## src/sv/cat_pkg.sv

```systemverilog
// Shared codes and control structs for the compacting array table.
package cat_pkg;

  localparam int WORD_W = 32;

  // Action codes carried by in_action
  localparam logic [1:0] ACT_APPEND = 2'd0;
  localparam logic [1:0] ACT_UPDATE = 2'd1;
  localparam logic [1:0] ACT_DELETE = 2'd2;
  localparam logic [1:0] ACT_SEARCH = 2'd3;

  // Status codes carried by out_status
  localparam logic [1:0] ST_OK        = 2'd0;
  localparam logic [1:0] ST_FULL      = 2'd1;
  localparam logic [1:0] ST_BAD_INDEX = 2'd2;
  localparam logic [1:0] ST_NOT_FOUND = 2'd3;

  // Commands from the sequencer to the walk unit
  typedef struct packed {
    logic load;        // start a new walk from the given base
    logic shift_mode;  // walk moves entries down rather than searching
    logic run;         // walk is active this cycle
  } walk_ctl_t;

  // Status from the walk unit back to the sequencer
  typedef struct packed {
    logic rd_en;  // table read issued this cycle
    logic wr_en;  // shifted entry written this cycle
    logic match;  // pending read data equals the key
    logic done;   // walk ends this cycle
  } walk_sts_t;

endpackage

```

## src/sv/cat_ram.sv

```systemverilog
// Generic simple dual-port RAM with registered read data.
module cat_ram #(
  parameter int WIDTH = 32,
  parameter int DEPTH = 128
) (
  input  logic                     clk,
  input  logic                     wr_en,
  input  logic [$clog2(DEPTH)-1:0] wr_addr,
  input  logic [WIDTH-1:0]         wr_data,
  input  logic                     rd_en,
  input  logic [$clog2(DEPTH)-1:0] rd_addr,
  output logic [WIDTH-1:0]         rd_data
);

  logic [WIDTH-1:0] mem_r [DEPTH];
  logic [WIDTH-1:0] rd_data_r;

  // Write one entry, read one entry into the output register
  always_ff @(posedge clk) begin
    if (wr_en) begin
      mem_r[wr_addr] <= wr_data;
    end
    if (rd_en) begin
      rd_data_r <= mem_r[rd_addr];
    end
  end

  assign rd_data = rd_data_r;

endmodule

```

## src/sv/cat_walk.sv

```systemverilog
// Walk unit: steps a read pointer over the table, compares or shifts down.
module cat_walk #(
  parameter int CAPACITY = 128
) (
  input  logic                          clk,
  input  logic                          rst_n,
  input  cat_pkg::walk_ctl_t            ctl,
  input  logic [$clog2(CAPACITY+1)-1:0] base,
  input  logic [$clog2(CAPACITY+1)-1:0] limit,
  input  logic [cat_pkg::WORD_W-1:0]    key,
  input  logic [cat_pkg::WORD_W-1:0]    rd_data,
  output cat_pkg::walk_sts_t            sts,
  output logic [$clog2(CAPACITY)-1:0]   rd_addr,
  output logic [$clog2(CAPACITY)-1:0]   wr_addr,
  output logic [$clog2(CAPACITY)-1:0]   data_ptr
);

  import cat_pkg::*;

  localparam int AW = $clog2(CAPACITY);
  localparam int CW = $clog2(CAPACITY + 1);

  logic [CW-1:0]     rd_ptr_r, rd_ptr_nxt;
  logic [AW-1:0]     data_ptr_r, data_ptr_nxt;
  logic              pend_r, pend_nxt;
  logic              shift_r, shift_nxt;
  logic [WORD_W-1:0] key_r, key_nxt;
  logic              can_read;
  logic              match;
  logic              rd_go;

  // Bound check shared by both walk kinds; the compare counts only when searching
  assign can_read = rd_ptr_r < limit;
  assign match    = pend_r && (rd_data == key_r) && !shift_r;
  assign rd_go    = ctl.run && can_read && !match;

  always_comb begin
    rd_ptr_nxt   = rd_ptr_r;
    data_ptr_nxt = data_ptr_r;
    pend_nxt     = pend_r;
    shift_nxt    = shift_r;
    key_nxt      = key_r;
    if (ctl.load) begin
      rd_ptr_nxt = base;
      pend_nxt   = 1'b0;
      shift_nxt  = ctl.shift_mode;
      key_nxt    = key;
    end else if (ctl.run) begin
      // advance the read pointer, remember where the pending data came from
      pend_nxt = rd_go;
      if (rd_go) begin
        rd_ptr_nxt   = CW'(rd_ptr_r + CW'(1));
        data_ptr_nxt = rd_ptr_r[AW-1:0];
      end
    end
  end

  always_ff @(posedge clk) begin
    if (!rst_n) begin
      pend_r  <= 1'b0;
      shift_r <= 1'b0;
    end else begin
      pend_r  <= pend_nxt;
      shift_r <= shift_nxt;
    end
    rd_ptr_r   <= rd_ptr_nxt;
    data_ptr_r <= data_ptr_nxt;
    key_r      <= key_nxt;
  end

  // Report to the sequencer
  always_comb begin
    sts.rd_en = rd_go;
    sts.wr_en = ctl.run && shift_r && pend_r;
    sts.match = ctl.run && match;
    if (shift_r) begin
      sts.done = ctl.run && !can_read && !pend_r;
    end else begin
      sts.done = ctl.run && (match || !can_read);
    end
  end

  assign rd_addr  = rd_ptr_r[AW-1:0];
  assign wr_addr  = AW'(data_ptr_r - AW'(1));
  assign data_ptr = data_ptr_r;

endmodule

```

## src/sv/compacting_array_table_unit.sv

```systemverilog
// Compacting array table: append, update, delete with shift-down, linear search.
// Append and update: the table is written when the item is accepted; the result then goes to the output register.
// Delete at slot s: every entry above s moves down by one slot; one entry moves per cycle.
// Search: one table read and compare per cycle, stopping at the first match or at the fill count.
// One item at a time over one table read port: a new item waits until the last result is loaded for output.
// Reset clears the fill count and control state; table contents stay undefined.
module compacting_array_table_unit #(
  parameter int CAPACITY = 128
) (
  input  logic                     clk,
  input  logic                     rst_n,
  input  logic                     in_valid,
  output logic                     in_stall,
  input  logic [1:0]               in_action,
  input  logic [6:0]               in_slot,
  input  logic signed [31:0]       in_word,
  output logic                     out_valid,
  input  logic                     out_stall,
  output logic [1:0]               out_status,
  output logic [6:0]               out_hit_slot,
  output logic [7:0]               out_fill_count
);

  import cat_pkg::*;

  localparam int AW = $clog2(CAPACITY);
  localparam int CW = $clog2(CAPACITY + 1);
  localparam int SW = (CW > 7) ? CW : 7;
  localparam int HW = (AW > 7) ? AW : 7;
  localparam int XW = (CW > 8) ? CW : 8;
  localparam int UW = (AW > 7) ? AW : 7;

  typedef enum logic [3:0] {
    S_IDLE  = 4'b0001,
    S_SRCH  = 4'b0010,
    S_SHIFT = 4'b0100,
    S_DONE  = 4'b1000
  } state_t;

  state_t            state_r, state_nxt;
  logic [CW-1:0]     count_r, count_nxt;
  logic [1:0]        res_status_r, res_status_nxt;
  logic [6:0]        res_hit_r, res_hit_nxt;
  logic              out_valid_r, out_valid_nxt;
  logic [1:0]        out_status_r;
  logic [6:0]        out_hit_slot_r;
  logic [7:0]        out_fill_count_r;
  logic              out_load;

  logic              ram_we;
  logic [AW-1:0]     ram_waddr;
  logic [WORD_W-1:0] ram_wdata;
  logic [WORD_W-1:0] ram_rdata;

  walk_ctl_t         wctl;
  walk_sts_t         wsts;
  logic [AW-1:0]     w_rd_addr;
  logic [AW-1:0]     w_wr_addr;
  logic [AW-1:0]     w_data_ptr;
  logic [CW-1:0]     w_base;

  logic [SW-1:0]     slot_x;
  logic              slot_ok;
  logic [UW-1:0]     slot_u;
  logic [HW-1:0]     hit_x;
  logic [XW-1:0]     count_x;

  assign slot_x  = SW'(in_slot);
  assign slot_ok = slot_x < SW'(count_r);
  assign slot_u  = UW'(in_slot);
  assign hit_x   = HW'(w_data_ptr);
  assign count_x = XW'(count_r);
  assign w_base  = (in_action == ACT_DELETE) ? CW'(slot_x + SW'(1)) : '0;

  assign in_stall = (state_r != S_IDLE);
  assign out_load = (state_r == S_DONE) && (!out_valid_r || !out_stall);

  cat_ram #(
    .WIDTH (WORD_W),
    .DEPTH (CAPACITY)
  ) u_ram (
    .clk     (clk),
    .wr_en   (ram_we),
    .wr_addr (ram_waddr),
    .wr_data (ram_wdata),
    .rd_en   (wsts.rd_en),
    .rd_addr (w_rd_addr),
    .rd_data (ram_rdata)
  );

  cat_walk #(
    .CAPACITY (CAPACITY)
  ) u_walk (
    .clk      (clk),
    .rst_n    (rst_n),
    .ctl      (wctl),
    .base     (w_base),
    .limit    (count_r),
    .key      (WORD_W'(in_word)),
    .rd_data  (ram_rdata),
    .sts      (wsts),
    .rd_addr  (w_rd_addr),
    .wr_addr  (w_wr_addr),
    .data_ptr (w_data_ptr)
  );

  // Sequence one item: decode, walk for delete and search, then hold the result for the output stage
  always_comb begin
    state_nxt       = state_r;
    count_nxt       = count_r;
    res_status_nxt  = res_status_r;
    res_hit_nxt     = res_hit_r;
    ram_we          = 1'b0;
    ram_waddr       = w_wr_addr;
    ram_wdata       = ram_rdata;
    wctl.load       = 1'b0;
    wctl.shift_mode = (in_action == ACT_DELETE);
    wctl.run        = (state_r == S_SRCH) || (state_r == S_SHIFT);
    case (state_r)
      S_IDLE: begin
        if (in_valid) begin
          res_hit_nxt = '0;
          state_nxt   = S_DONE;
          case (in_action)
            ACT_APPEND: begin
              if (count_r < CW'(CAPACITY)) begin
                ram_we         = 1'b1;
                ram_waddr      = count_r[AW-1:0];
                ram_wdata      = WORD_W'(in_word);
                count_nxt      = CW'(count_r + CW'(1));
                res_status_nxt = ST_OK;
              end else begin
                res_status_nxt = ST_FULL;
              end
            end
            ACT_UPDATE: begin
              if (slot_ok) begin
                ram_we         = 1'b1;
                ram_waddr      = slot_u[AW-1:0];
                ram_wdata      = WORD_W'(in_word);
                res_status_nxt = ST_OK;
              end else begin
                res_status_nxt = ST_BAD_INDEX;
              end
            end
            ACT_DELETE: begin
              if (slot_ok) begin
                wctl.load = 1'b1;
                state_nxt = S_SHIFT;
              end else begin
                res_status_nxt = ST_BAD_INDEX;
              end
            end
            default: begin
              wctl.load = 1'b1;
              state_nxt = S_SRCH;
            end
          endcase
        end
      end
      S_SRCH: begin
        if (wsts.done) begin
          res_status_nxt = wsts.match ? ST_OK : ST_NOT_FOUND;
          res_hit_nxt    = wsts.match ? hit_x[6:0] : '0;
          state_nxt      = S_DONE;
        end
      end
      S_SHIFT: begin
        // move the pending entry down by one
        ram_we = wsts.wr_en;
        if (wsts.done) begin
          count_nxt      = CW'(count_r - CW'(1));
          res_status_nxt = ST_OK;
          state_nxt      = S_DONE;
        end
      end
      S_DONE: begin
        if (out_load) begin
          state_nxt = S_IDLE;
        end
      end
      default: begin
        state_nxt = S_IDLE;
      end
    endcase
  end

  // Hold the result until the receiver takes it
  assign out_valid_nxt = out_load || (out_valid_r && out_stall);

  always_ff @(posedge clk) begin
    if (!rst_n) begin
      state_r     <= S_IDLE;
      count_r     <= '0;
      out_valid_r <= 1'b0;
    end else begin
      state_r     <= state_nxt;
      count_r     <= count_nxt;
      out_valid_r <= out_valid_nxt;
    end
    res_status_r <= res_status_nxt;
    res_hit_r    <= res_hit_nxt;
    if (out_load) begin
      out_status_r     <= res_status_r;
      out_hit_slot_r   <= res_hit_r;
      out_fill_count_r <= count_x[7:0];
    end
  end

  assign out_valid      = out_valid_r;
  assign out_status     = out_status_r;
  assign out_hit_slot   = out_hit_slot_r;
  assign out_fill_count = out_fill_count_r;

`ifndef NO_ASSERTIONS
  a_accept_busy: assert property (@(posedge clk) disable iff (!rst_n)
    (in_valid && !in_stall) |=> (state_r != S_IDLE))
    else $error("accepted item left sequencer idle");

  a_count_range: assert property (@(posedge clk) disable iff (!rst_n)
    count_r <= CW'(CAPACITY))
    else $error("fill count exceeds capacity");

  a_shift_write: assert property (@(posedge clk) disable iff (!rst_n)
    wsts.wr_en |-> (state_r == S_SHIFT))
    else $error("shift write outside delete walk");

  a_delete_count: assert property (@(posedge clk) disable iff (!rst_n)
    (state_r == S_SHIFT && wsts.done) |=> (CW'(count_r + CW'(1)) == $past(count_r)))
    else $error("delete did not drop the fill count by one");

  a_load_done: assert property (@(posedge clk) disable iff (!rst_n)
    out_load |=> (out_valid_r && state_r == S_IDLE))
    else $error("result load did not reach output stage");
`endif

endmodule
```

## config.mk

```make
export PLATFORM = sky130hd
export DESIGN_NAME = compacting_array_table_unit
export DESIGN_NICKNAME = d
export VERILOG_FILES = /design/src/sv/cat_pkg.sv /design/src/sv/cat_ram.sv /design/src/sv/cat_walk.sv /design/src/sv/compacting_array_table_unit.sv
export SDC_FILE = /design/constraint.sdc
export NUM_CORES = 2
export LEC_CHECK = 0
export BUFFER_PORTS_ARGS = -buffer_cell sky130_fd_sc_hd__buf_2
export CAP_MARGIN = 20
export CELL_PAD_IN_SITES_DETAIL_PLACEMENT = 0
export CELL_PAD_IN_SITES_GLOBAL_PLACEMENT = 1
export CORE_ASPECT_RATIO = 0.6
export CORE_MARGIN = 5
export CORE_UTILIZATION = 43
export DETAILED_ROUTE_END_ITERATION = 16
export PLACE_DENSITY = 0.75
export SETUP_SLACK_MARGIN = 0.5
export SYNTH_ARGS = -nofsm -noshare
export SYNTH_HDL_FRONTEND = slang
export SYNTH_SLANG_ARGS = --single-unit
```

## constraint.sdc

```tcl
create_clock -name clk -period 17.3 [get_ports clk]
set_input_delay 1.73 -clock clk [delete_from_list [all_inputs] [get_ports clk]]
set_output_delay 1.73 -clock clk [all_outputs]
set_load 0.01 [all_outputs]
```

==> flow_metrics.py <==
metrics = {
    "logic_synthesis": {
        "synthCells": 7230,
        "synth_mux_area_frac": 0.168,
        "netlist_area_mm2": 0.164,
        "synth_area_leader_cell": "edfxtp_1",
        "synth_area_per_cell_um2": 22.6,
        "synth_edf_count": 4201,
        "synth_fa_ha_area_frac": 0.00211,
        "ys_ff_latch": 4216,
        "synth_nets": 7302,
        "ys.warnings.count": 0,
        "yosys-top-cells-area": "edfxtp_1 (77%), mux4_2 (15%), mux2i_1 (2.0%)",
        "synthSimpleGateAreaFrac": 0.0152,
        "synth_compound_area_frac": 0.0247,
        "ys_seq_area_frac": 0.773,
        "synthFlopType": "edfxtp_1",
        "synthXorXnorAreaFrac": 0.00262,
        "synth.top_cell.area_share": 0.771,
        "async_flop_share": 0,
        "synth_top_family_by_area": "multiplexers",
        "synth.distinct_cells": 81,
    },
    "place": {
        "gp_congestion": 0.918,
        "post-dp-hpwl_um": 284000,
        "io_buffer_count": 63,
    },
    "layout": {
        "layout_common_cells": "edfxtp_1 (4201), mux4_2 (1067), clkbuf_16 (350)",
        "fin_nets": 7598,
        "mostFrequentLayoutCell": "edfxtp_1",
        "layout-drive-gt1-share": 0.271,
        "area_growth_pct": 12.0,
    },
    "cts": {
        "clkTransAtPathRegs_ns": 0.07,
        "cts_root_buf": "clkbuf_16",
        "clock-sinks": 4216,
        "postCtsSetupBuffers": 0,
        "cts_inserted_buffers": 348,
        "htreeDepth": 5,
        "hold_buffers": 0,
        "cts-resized-gates": 0,
        "clk_latency_ns": 0.95,
        "cts_buffer_depth": 4,
        "cts_tree": "built",
    },
    "setup_path": {
        "crit_required_ns": 17.95,
        "worst_ep_arrival_time_ns": 7.50,
        "critPathLaunchType": "flip-flop",
        "criticalPathCategory": "reg -> reg",
        "endpoint_kind": "flip-flop",
        "reg2reg_depth": 11,
        "crit_fanout": 80,
    },
    "sta": {
        "worstMarginPinSlew_ns": 1.40,
        "slew_headroom": 0.0560,
        "maxSlewViolCount": 0,
        "min_period_ns": 6.85,
        "fin_setup_tns_ns": 0,
        "fin_crit_sh": 0.396,
        "rsz0062_at_grt": "no",
        "max_freq_ghz": 0.146,
        "setup_viol": 0,
        "final_hold_viol_count": 0,
        "finalClockSkew_ns": 0.0997,
    },
    "floorplan": {
        "core_area_mm2": 0.379,
        "chipHeight_um": 488,
        "row_count": 175,
        "start_util": 0.432,
        "fp.dieW_um": 806,
        "dieArea_mm2": 0.393,
        "ioPinCount": 64,
    },
    "routing": {
        "drc_errors": 0,
        "wl_per_cell_um": 36.6,
        "drt-total-wl_um": 472000,
        "dr.pass1.iters": 6,
        "drt_iter0_markers": 14800,
        "vias": 82300,
        "via_per_inst": 6.38,
        "antenna_left": 0,
    },
    "global_routing": {
        "grt_max_degree": 114,
        "gr-total-overflow": 0,
        "grt_pass1_vias": 76900,
        "grt_use_total": 0.236,
        "antenna_found_initial": 50,
        "grt_pass1_wl_um": 643000,
    },
    "min_path": {
        "holdPathStages": 0,
        "hp-class": "reg -> reg",
    },
    "power_and_ir_drop": {
        "cellLeakagePower_nw": 56.1,
        "power.total_mw": 20.2,
        "vdd_drop_max_mv": 0.0806,
        "powerDensity_mw_per_mm2": 111,
    },
    "run": {
        "maxCapViolCount": 0,
    },
    "run_status": {
        "outcome": "finished clean",
    },
}
per-stage QoR:
step,worst slack (ns),hold WS [ns],area [um^2],utilization,cells
after floorplan,7.81,0.400,164000,-,7230
after global placement,10.07,0.412,171000,0.452,12200
after detailed placement,10.46,0.407,172000,0.453,12200
after CTS,10.51,0.393,182000,0.482,12800
after global routing,10.13,0.396,183000,0.483,12900
final,10.45,0.397,183000,0.483,12900
routing by layer:
metal / wire length (um) / GRT usage / vias up
met2: 190000 / 0.307 / 6250
met1: 182000 / 0.345 / 43900
li1: - / - / 31500
met4: 12900 / 0.0555 / 14
met3: 85900 / 0.125 / 657
met5: 845 / 0.00906 / -
final cells by class:
type | instances | area (um^2)
Clock inverter | 204 | 1920
Timing Repair Buffer | 336 | 3010
Inverter | 26 | 105
Clock buffer | 420 | 9020
Sequential cell | 4216 | 126000
Antenna cell | 50 | 125
Multi-Input combinational cell | 2598 | 36200
Fill cell | 29700 | 196000
Tap cell | 5044 | 6310
Yosys cell counts (6+ instances only):
library cell,count
a2111oi_0,6
a211oi_1,34
a21oi_1,133
a221o_1,6
a221oi_1,52
a22o_1,16
a22oi_1,19
a31oi_1,10
a32oi_1,11
and2_1,14
and3_1,9
buf_1,40
buf_2,90
buf_4,47
buf_6,46
buf_8,15
clkbuf_1,152
dfxtp_1,15
edfxtp_1,4201
ha_1,26
inv_1,22
mux2_2,19
mux2i_1,320
mux4_2,1067
nand2_1,174
nand3_1,19
nand4_1,21
nor2_1,220
nor2b_1,12
nor3_1,39
o211ai_1,11
o21a_1,6
o21ai_0,62
o221ai_1,80
o22ai_1,62
o31ai_1,8
or3_1,8
xnor2_1,46
path summary, 6_finish.rpt:
check	slack, ns	endpoint	from
max	10.45	u_ram.rd_data[23]	u_walk.rd_ptr_r[0]
min	0.40	out_hit_slot[5]	res_hit_r[5]
max reg2reg	10.45	u_ram.rd_data[23]	u_walk.rd_ptr_r[0]
min reg2reg	0.40	out_hit_slot[5]	res_hit_r[5]
kinds of logic after synthesis:
logic type | Yosys count
XOR/XNOR | 49
AND/OR/NAND/NOR | 547
flip-flops | 4216
AO/OA/AOI/OAI | 569
buffers and inverters | 416
adder cells (fa/ha/maj) | 27
multiplexers | 1406
critical path: stages, from the launching register on:
cell and delay [ns]:
edfxtp_1 0.39, buf_12 0.44, buf_4 0.62, buf_4 0.75, buf_4 0.71, buf_4 0.80
mux4_2 0.66, mux4_2 0.51, mux2i_1 0.26, o21ai_0 0.52, buf_4 0.37, o22a_1 0.19
power by group:
part           switching [mW]  leakage (nW)  internal [mW]
registers             0.00733          38.0           11.2
logic                   0.812          12.8          0.336
clock network            3.66          5.33           4.19
total                    4.48          56.1           15.8
flip-flops by register name, summed over array words and instances (netlist names), 2 cells and up:
| signal | cells |
|---|---|
| u_ram.mem_r | 4096 |
| u_ram.rd_data | 32 |
| u_walk.key_r | 32 |
| count_r | 8 |
| out_fill_count | 8 |
| u_walk.rd_ptr_r | 8 |
| out_hit_slot | 7 |
| res_hit_r | 7 |
| u_walk.data_ptr | 7 |
| state_r | 4 |
| out_status | 2 |
| res_status_r | 2 |
Note: power is estimated with default switching activity, not from simulation.
